### config.mk
export PLATFORM = sky130hd
export DESIGN_NAME = adaptive_mppt_freeze_controller_unit
export DESIGN_NICKNAME = d
export VERILOG_FILES = /design/src/rtl/amfc_pkg.sv /design/src/rtl/amfc_step.sv /design/src/rtl/adaptive_mppt_freeze_controller_unit.sv
export SDC_FILE = /design/constraint.sdc
export NUM_CORES = 1
export LEC_CHECK = 0
export BUFFER_PORTS_ARGS = -buffer_cell sky130_fd_sc_hd__buf_4
export CORE_MARGIN = 5
export CORE_UTILIZATION = 24
export DETAILED_ROUTE_END_ITERATION = 16
export PLACE_DENSITY = 0.37
export SYNTH_ARGS = -nofsm -noshare
export SYNTH_HDL_FRONTEND = slang
export SYNTH_SLANG_ARGS = --single-unit
### constraint.sdc
create_clock -name clock -period 14.7 [get_ports clock]
set_input_delay 1.47 -clock clock [delete_from_list [all_inputs] [get_ports clock]]
set_output_delay 1.47 -clock clock [all_outputs]
set_load 0.03 [all_outputs]
### src/rtl/amfc_pkg.sv
// ----------------------------------------------------------------------------
// amfc_pkg: shared types and constants for the MPPT freeze controller
// Field widths, register map, configuration and state records.
// ----------------------------------------------------------------------------
package amfc_pkg;

   // field widths
   localparam int VOLT_W   = 16;
   localparam int POWER_W  = 20;
   localparam int IRR_W    = 11;
   localparam int COUNT_W  = 8;
   localparam int DECAY_W  = 2;
   localparam int TIMER_W  = 16;

   // stream payload widths (whole bytes)
   localparam int REQ_DATA_W = 48;
   localparam int RSP_DATA_W = 16;

   // configuration port
   localparam int CSR_ADDR_W = 5;
   localparam int CSR_DATA_W = 32;
   localparam int CSR_IDX_W  = 3;

   // register indexes (byte address = 4 * index)
   localparam logic [CSR_IDX_W-1:0] REG_STEP_SIZE     = 3'd0;
   localparam logic [CSR_IDX_W-1:0] REG_IRR_THRESHOLD = 3'd1;
   localparam logic [CSR_IDX_W-1:0] REG_CHANGE_LIMIT  = 3'd2;
   localparam logic [CSR_IDX_W-1:0] REG_FREEZE_TICKS  = 3'd3;
   localparam logic [CSR_IDX_W-1:0] REG_HOLD_VOLTAGE  = 3'd4;

   // register reset values
   localparam logic [VOLT_W-1:0]  RST_STEP_SIZE     = 16'd100;
   localparam logic [IRR_W-1:0]   RST_IRR_THRESHOLD = 11'd100;
   localparam logic [COUNT_W-1:0] RST_CHANGE_LIMIT  = 8'd3;
   localparam logic [TIMER_W-1:0] RST_FREEZE_TICKS  = 16'd60;
   localparam logic [VOLT_W-1:0]  RST_HOLD_VOLTAGE  = 16'd19500;

   // decay divides stable ticks by this period
   localparam logic [DECAY_W-1:0] DECAY_PERIOD = 2'd3;
   localparam logic [COUNT_W-1:0] COUNT_MAX    = 8'd255;

   // output mode codes
   localparam logic MODE_TRACK  = 1'b0;
   localparam logic MODE_FROZEN = 1'b1;

   typedef struct packed {
      logic [VOLT_W-1:0]  step_size;
      logic [IRR_W-1:0]   irradiance_threshold;
      logic [COUNT_W-1:0] change_limit;
      logic [TIMER_W-1:0] freeze_ticks;
      logic [VOLT_W-1:0]  hold_voltage;
   } cfg_type;

   typedef struct packed {
      logic [IRR_W-1:0]   prev_irradiance;
      logic [COUNT_W-1:0] change_count;
      logic [DECAY_W-1:0] decay_count;
      logic [TIMER_W-1:0] freeze_timer;
      logic [VOLT_W-1:0]  prev_voltage;
      logic [POWER_W-1:0] prev_power;
   } state_type;

   typedef struct packed {
      logic [IRR_W-1:0]   irradiance;
      logic [POWER_W-1:0] measured_power;
      logic [VOLT_W-1:0]  measured_voltage;
   } item_type;

   typedef struct packed {
      logic               mode;
      logic [VOLT_W-1:0]  voltage_reference;
   } result_type;

endpackage

### src/rtl/amfc_step.sv
// ----------------------------------------------------------------------------
// amfc_step: per-tick update of the freeze controller
// Combinational next state and result for one measurement tick.
// ----------------------------------------------------------------------------
module amfc_step
   import amfc_pkg::*;
(
   input  cfg_type    cfg,
   input  state_type  state_cur,
   input  item_type   item,
   output state_type  state_nxt,
   output result_type result
);

   logic [IRR_W-1:0]   irr_diff;
   logic               abrupt;
   logic [DECAY_W-1:0] decay_inc;
   logic [COUNT_W-1:0] count_upd;
   logic [DECAY_W-1:0] decay_upd;
   logic               power_up;
   logic               volt_up;
   logic [VOLT_W:0]    volt_sum;
   logic [VOLT_W-1:0]  volt_inc;
   logic [VOLT_W-1:0]  volt_dec;
   logic [VOLT_W-1:0]  volt_track;

   // irradiance change against the previous tick
   assign irr_diff = (item.irradiance >= state_cur.prev_irradiance) ?
                     item.irradiance - state_cur.prev_irradiance :
                     state_cur.prev_irradiance - item.irradiance;
   assign abrupt   = irr_diff >= cfg.irradiance_threshold;
   assign decay_inc = state_cur.decay_count + 2'd1;

   // change count: saturating increment, slow decay on stable ticks
   always_comb begin
      count_upd = state_cur.change_count;
      decay_upd = state_cur.decay_count;
      if (abrupt) begin
         if (state_cur.change_count != COUNT_MAX) begin
            count_upd = state_cur.change_count + 8'd1;
         end
      end else if (state_cur.change_count != '0) begin
         if (decay_inc >= DECAY_PERIOD) begin
            count_upd = state_cur.change_count - 8'd1;
            decay_upd = '0;
         end else begin
            decay_upd = decay_inc;
         end
      end
   end

   // perturb and observe with saturation
   assign power_up = item.measured_power > state_cur.prev_power;
   assign volt_up  = item.measured_voltage > state_cur.prev_voltage;
   assign volt_sum = {1'b0, item.measured_voltage} + {1'b0, cfg.step_size};
   assign volt_inc = volt_sum[VOLT_W] ? '1 : volt_sum[VOLT_W-1:0];
   assign volt_dec = (item.measured_voltage > cfg.step_size) ?
                     item.measured_voltage - cfg.step_size : '0;
   assign volt_track = (power_up == volt_up) ? volt_inc : volt_dec;

   // tick outcome: frozen, freeze start or tracking
   always_comb begin
      state_nxt = state_cur;
      result.voltage_reference = cfg.hold_voltage;
      result.mode = MODE_FROZEN;
      state_nxt.prev_irradiance = item.irradiance;
      if (state_cur.freeze_timer != '0) begin
         state_nxt.freeze_timer = state_cur.freeze_timer - 16'd1;
         state_nxt.change_count = '0;
      end else begin
         state_nxt.decay_count = decay_upd;
         if (count_upd >= cfg.change_limit) begin
            state_nxt.freeze_timer = (cfg.freeze_ticks != '0) ?
                                     cfg.freeze_ticks - 16'd1 : '0;
            state_nxt.change_count = '0;
         end else begin
            state_nxt.change_count = count_upd;
            state_nxt.prev_voltage = item.measured_voltage;
            state_nxt.prev_power   = item.measured_power;
            result.voltage_reference = volt_track;
            result.mode = MODE_TRACK;
         end
      end
   end

endmodule

### src/rtl/adaptive_mppt_freeze_controller_unit.sv
// ----------------------------------------------------------------------------
// adaptive_mppt_freeze_controller_unit: P&O MPPT with irradiance freeze
// Input register, combinational update stage, output register; APB-style CSRs.
// ----------------------------------------------------------------------------
// One measurement transaction in gives one setpoint transaction out. The block
// takes a transaction every cycle whenever the result side takes data: a
// transaction is held in the input register, is evaluated by the update stage
// against the tracker state, and the result is then captured in the output
// register. The tracker state is updated in the same cycle a result is
// produced, which is what limits the rate to one transaction per clock.
// rsp_tuser carries mode: 0 for normal tracking, 1 while frozen at
// hold_voltage.
// Configuration registers sit at byte addresses 0 (step_size), 4
// (irradiance_threshold), 8 (change_limit), 12 (freeze_ticks) and 16
// (hold_voltage); write them only while no transaction is in flight.
module adaptive_mppt_freeze_controller_unit
   import amfc_pkg::*;
(
   input  logic                  clock,
   input  logic                  reset,
   // measurements
   input  logic                  req_tvalid,
   output logic                  req_tready,
   // [15:0] measured_voltage, [35:16] measured_power, [46:36] irradiance
   input  logic [REQ_DATA_W-1:0] req_tdata,
   // setpoints
   output logic                  rsp_tvalid,
   input  logic                  rsp_tready,
   // [15:0] voltage_reference
   output logic [RSP_DATA_W-1:0] rsp_tdata,
   // [0] mode
   output logic                  rsp_tuser,
   // configuration
   input  logic                  csr_psel,
   input  logic                  csr_penable,
   input  logic                  csr_pwrite,
   input  logic [CSR_ADDR_W-1:0] csr_paddr,
   input  logic [CSR_DATA_W-1:0] csr_pwdata,
   output logic [CSR_DATA_W-1:0] csr_prdata,
   output logic                  csr_pready
);

   cfg_type           cfg_ff, cfg_in;
   state_type         state_ff, state_nxt;
   item_type          item_ff;
   logic              item_valid_ff;
   result_type        result_ff, result_nxt;
   logic              rsp_valid_ff;
   logic              advance;
   logic              csr_write;
   logic [CSR_IDX_W-1:0] csr_index;

   // ---------------- configuration port ----------------
   assign csr_pready = 1'b1;
   assign csr_write  = csr_psel & csr_penable & csr_pwrite;
   assign csr_index  = csr_paddr[CSR_ADDR_W-1:2];

   always_comb begin
      cfg_in = cfg_ff;
      if (csr_write) begin
         case (csr_index)
            REG_STEP_SIZE:     cfg_in.step_size            = csr_pwdata[VOLT_W-1:0];
            REG_IRR_THRESHOLD: cfg_in.irradiance_threshold = csr_pwdata[IRR_W-1:0];
            REG_CHANGE_LIMIT:  cfg_in.change_limit         = csr_pwdata[COUNT_W-1:0];
            REG_FREEZE_TICKS:  cfg_in.freeze_ticks         = csr_pwdata[TIMER_W-1:0];
            REG_HOLD_VOLTAGE:  cfg_in.hold_voltage         = csr_pwdata[VOLT_W-1:0];
            default: ;
         endcase
      end
   end

   always_ff @(posedge clock) begin
      if (reset) begin
         cfg_ff.step_size            <= RST_STEP_SIZE;
         cfg_ff.irradiance_threshold <= RST_IRR_THRESHOLD;
         cfg_ff.change_limit         <= RST_CHANGE_LIMIT;
         cfg_ff.freeze_ticks         <= RST_FREEZE_TICKS;
         cfg_ff.hold_voltage         <= RST_HOLD_VOLTAGE;
      end else begin
         cfg_ff <= cfg_in;
      end
   end

   // register readback
   always_comb begin
      csr_prdata = '0;
      case (csr_index)
         REG_STEP_SIZE:     csr_prdata = {16'd0, cfg_ff.step_size};
         REG_IRR_THRESHOLD: csr_prdata = {21'd0, cfg_ff.irradiance_threshold};
         REG_CHANGE_LIMIT:  csr_prdata = {24'd0, cfg_ff.change_limit};
         REG_FREEZE_TICKS:  csr_prdata = {16'd0, cfg_ff.freeze_ticks};
         REG_HOLD_VOLTAGE:  csr_prdata = {16'd0, cfg_ff.hold_voltage};
         default:           csr_prdata = '0;
      endcase
   end

   // ---------------- datapath handshake ----------------
   // the update stage fires when the output register is free or drains
   assign advance    = item_valid_ff & (~rsp_valid_ff | rsp_tready);
   assign req_tready = ~item_valid_ff | advance;

   // input register
   always_ff @(posedge clock) begin
      if (reset) begin
         item_valid_ff <= 1'b0;
      end else if (req_tready) begin
         item_valid_ff <= req_tvalid;
      end
   end

   always_ff @(posedge clock) begin
      if (req_tready & req_tvalid) begin
         item_ff.measured_voltage <= req_tdata[15:0];
         item_ff.measured_power   <= req_tdata[35:16];
         item_ff.irradiance       <= req_tdata[46:36];
      end
   end

   // per-tick update
   amfc_step u_step (
      .cfg       (cfg_ff),
      .state_cur (state_ff),
      .item      (item_ff),
      .state_nxt (state_nxt),
      .result    (result_nxt)
   );

   // tracker state, committed when a transaction moves to the output
   always_ff @(posedge clock) begin
      if (reset) begin
         state_ff <= '0;
      end else if (advance) begin
         state_ff <= state_nxt;
      end
   end

   // output register
   always_ff @(posedge clock) begin
      if (reset) begin
         rsp_valid_ff <= 1'b0;
      end else if (advance) begin
         rsp_valid_ff <= 1'b1;
      end else if (rsp_tready) begin
         rsp_valid_ff <= 1'b0;
      end
   end

   always_ff @(posedge clock) begin
      if (advance) begin
         result_ff <= result_nxt;
      end
   end

   assign rsp_tvalid = rsp_valid_ff;
   assign rsp_tdata  = result_ff.voltage_reference;
   assign rsp_tuser  = result_ff.mode;

endmodule
After elaboration in Yosys (flattened, before gate mapping)
Cells that the tools add are included.
{ "op_classes": {"add_sub_neg": 9, "muxes": 19, "reduce_logical": 14, "bitwise": 11, "eq_ne": 6, "order_cmp": 7} }
{ "ops": {"columns": ["op", "count"], "rows": [
  ["$mux 16", 7],
  ["$pmux 16 s5", 1],
  ["$mux 8", 6],
  ["$gt 16x16->1", 2],
  ["$reduce_bool 16->1", 2],
  ["$sub 16x1->16 const B", 2],
  ["$ge 11x11->1", 2],
  ["$sub 11x11->11", 2],
  ["$gt 20x20->1", 1],
  ["$add 16x16->17", 1],
  ["$mux 17", 1],
  ["$sub 16x16->16", 1],
  ["$reduce_and 2->1", 6],
  ["$mux 11", 1],
  ["$add 8x1->8 const B", 1],
  ["$ge 8x8->1", 1],
  ["$ne 8x8->1 const B", 1],
  ["$reduce_bool 8->1", 1],
  ["$sub 8x1->8 const B", 1],
  ["$eq 3x2->1 const B", 2],
  ["$not 1->1", 5],
  ["$and 1x1->1", 4],
  ["$reduce_and 4->1", 1],
  ["$reduce_bool 2->1", 2],
  ["other kinds (10)", 12]
]} }
{ "word_totals": {"ff_bits": 206, "wordCells": 84} }

Longest topological paths before layout
{ "logic_depth": {"ltp_word": 8, "depth_mapped": 34, "ltp_nobuf": 32} }

Hierarchy
A second synthesis with hierarchy kept.
{ "unflattened": {"cells_unflattened": 1713, "area_unflattened_um2": 14116.0} }
{ "by_module_without_submodules": {"columns": ["mod", "n_inst", "seq_area_each_um2", "cells_per_inst", "area_each_um2"], "rows": [
  ["adaptive_mppt_freeze_controller_unit", 1, 4764.6, 786, 8092.8],
  ["amfc_step", 1, 0.0, 927, 6023.3]
]} }

Least setup slack after synthesis
No wires, ideal clock.
{ "synth_path": {"path_type": "flip-flop to flip-flop", "startpoint": "register state_ff[63] (netlist name)", "endpoint": "register result_ff (netlist bit rsp_tdata[12]), data pin", "t_required_ns": 14.413, "stages_incl_launch_ff": 30, "slack_ns": 8.321, "t_arrival_ns": 6.093, "synth_period_minus_slack_ns": 6.379, "cell_sequence": "dfxtp_1 inv_1 ha_1 nor2b_1 o21ai_0 a21boi_0 o21ai_0 a21oi_1 a31oi_2 clkbuf_1 a21oi_1 xor2_1 ha_1 a2111oi_1 nor4b_1 o21ai_1 and2_1 buf_2 nor3_2 nor2_1 xnor2_1 ha_1 nand2b_1 a21o_1 a21o_1 a211o_1 a21oi_2 inv_2 nor2_2 a41oi_1"} }
{ "synth_rtl": {"columns": ["item", "line_no", "source"], "rows": [
  ["from (decl)", "adaptive_mppt_freeze_controller_unit.sv:44", "state_type state_ff, state_nxt;"],
  ["from (signal assigned)", "adaptive_mppt_freeze_controller_unit.sv:133", "state_ff <= state_nxt;"],
  ["to (signal assigned)", "adaptive_mppt_freeze_controller_unit.sv:150", "result_ff <= result_nxt;"],
  ["to (decl)", "adaptive_mppt_freeze_controller_unit.sv:47", "result_type result_ff, result_nxt;"]
]} }

==> impl_metrics.toml <==
[layout]
area.growth.synth_to_final_pct = 17.5
post-route-util_pct = 28.6
final_area_um2 = 15100
layout_commonest_cell = "nand2_1"
layout.cells.non_filler = 2339
num_antenna_cells = 0
drive_gt1_share_pct = 11.4
layout_common_cells = "268 x nand2_1, 161 x a21oi_1, 142 x dfxtp_1, 126 x inv_1, 121 x buf_4"
nets = 1838

[yosys]
syn_area_um2 = 12800
synth_top_area_cell = "dfxtp_1"
syn_avg_cell_area_um2 = 8.23
synth_cells = 1558
yosys_warnings = 0
synth_cell_type_count = 79
synth_top_cell_area_share_pct = 22.2
ys_seq_area_share_pct = 37.2
synth_ff_type = "dfxtp_1"
synth_edf_count = 64
ys_async_sr_fraction_pct = 0
synth_seq_cells = 206
synth_area_leaders = "dfxtp_1 22%, edfxtp_1 15%, ha_1 11%"

[worst_setup_path]
critPathMaxFanout = 18
slowest_delay_ps = 700
critPathCaptureType = "flip-flop"
cp_slowest_cell = "nor2_2"
crit_buf_inv = 3
crit_top_cell = "ha_1"
path_class = "reg -> reg"
arrival_ps = 8480
setup.worst_path.start_class = "flip-flop"
crit_required_ps = 14920
cp_top_family = "compound AO/OA/AOI/OAI gates"

[grt]
grt_overflow = 0
grt_antenna_before_repair = 6
grt_pass1_vias = 10700
grt_usage_pct = 13.8
grt_max_degree = 87
grt_first_pass_wirelength_um = 63500

[cts]
clk_pin_slew_ps = 60
clock_sinks = 206
cts_resized = 0
h-tree-depth = 1
root_buffer = "clkbuf_16"
worstSkewPairLatency_ps = 560
post_cts_buffers = 0
clockBufferDepth = 3
numCtsBuffers = 28
ctsHoldBuffers = 0
cts_tree = "built"

[job]
maxCapViolCount = 0

[sta]
maxSlewViolCount = 0
max_freq_ghz = 0.121
hold_violations = 0
worst_hold_slack_ps = 453
relSlewSlack_pct = 22.6
timing.final.crit_period_ps = 8260
fin_worst_skew_ps = 14.6
worst_pin_slew_ps = 1160
finalSetupViolations = 0
rsz0062_at_grt = "no"
fin_crit_sh_pct = 56.2
setup_ws_ps = 6440
setup_tns_ps = 0

[die]
start_util_pct = 24.3
core_area_um2 = 52800
dieArea_um2 = 58100
chipWidth_um = 241
num_rows = 84
fp.dieH_um = 241
io_pins = 144

[route]
drc_errors = 0
drt_iter0_drc = 470
num_vias = 11000
drt-pass1-iter-count = 5
detail-route-antenna-nets = 0
wl_per_cell_um = 17.7
via_per_inst = 4.69
wl_um = 41300

[placement]
place_area_um2 = 14200
hpwlAfterDp_um = 30000
dp.cells = 2287
place_ws_ps = 6390
io_buffers = 107
place.gp.congestion = 0.797

[power_and_ir_drop]
p_leak_nw = 5.73
powerDensity_nw_per_um2 = 150
ir_worst_vdd_mv = 0.0756
total_power_mw = 2.25

[min_path]
worstHoldPathType = "reg -> reg"

[status]
status = "finished clean"
[flip-flops by register name (all words and copies together) (netlist names)]
name           cells
rsp_tvalid         1
item_valid_ff      1
state_ff          73
rsp_tdata         16
rsp_tuser          1
item_ff           47
cfg_ff            67
[area by class of cell]
| class | instances | area (µm²) |
|---|---|---|
| tap | 688 | 861 |
| clock buffer | 41 | 781 |
| inverter | 127 | 477 |
| fill | 5740 | 37700 |
| clock inverter | 11 | 77.6 |
| multi-input combinational | 1145 | 7200 |
| timing repair buffer | 121 | 908 |
| sequential | 206 | 4760 |
[tightest hold or removal path: stages (launching register included)]
cell and delay [ps]:
dfxtp_1 300, nand2_1 50, a21oi_1 50
[Yosys cell counts (all sizes together) (10+ instances only)]
master    n
a21o     29
a21oi   162
a22oi    26
a41oi    10
and2     11
buf      39
clkbuf   56
dfxtp   142
edfxtp   64
ha      113
inv     127
mux2i    32
nand2   268
nand2b   10
nand3    42
nor2    103
nor2b    17
nor3     36
o211ai   15
o21ai    66
o22ai    11
o31ai    11
or3      15
xnor2    25
[final timing paths]
kind                     start            to  slack, ps  cells after the start
setup / recovery  state_ff[63]  rsp_tdata[8]       6440                     29
hold / removal    state_ff[11]  state_ff[11]        450                      2
setup reg to reg  state_ff[63]  rsp_tdata[8]       6440                     29
hold reg to reg   state_ff[11]  state_ff[11]        450                      2
[power breakdown]
| part | internal [mW] | switching, mW |
|---|---|---|
| logic | 0.306 | 0.578 |
| registers | 0.674 | 0.0462 |
| clock network | 0.382 | 0.267 |
[kinds of logic after synthesis]
logic type,share of synthesized area (%)
flip-flops,37.2
AND/OR/NAND/NOR,19.3
AO/OA/AOI/OAI,19.7
buffers and inverters,7.31
adder cells (fa/ha/maj),11.7
other,0.0586
multiplexers,2.67
XOR/XNOR,2.12
[metal layers]
| metal | part of all wire, % | up-vias | GRT usage (%) |
|---|---|---|---|
| met2 | 43 | 209 | 21.6 |
| li1 | - | 5549 | - |
| met3 | 4.9 | 55 | 2.54 |
| met5 | 0.13 | - | 0 |
| met4 | 2.2 | 8 | 3.47 |
| met1 | 50 | 5142 | 19.8 |
Note: power is estimated with default switching activity, not from simulation.
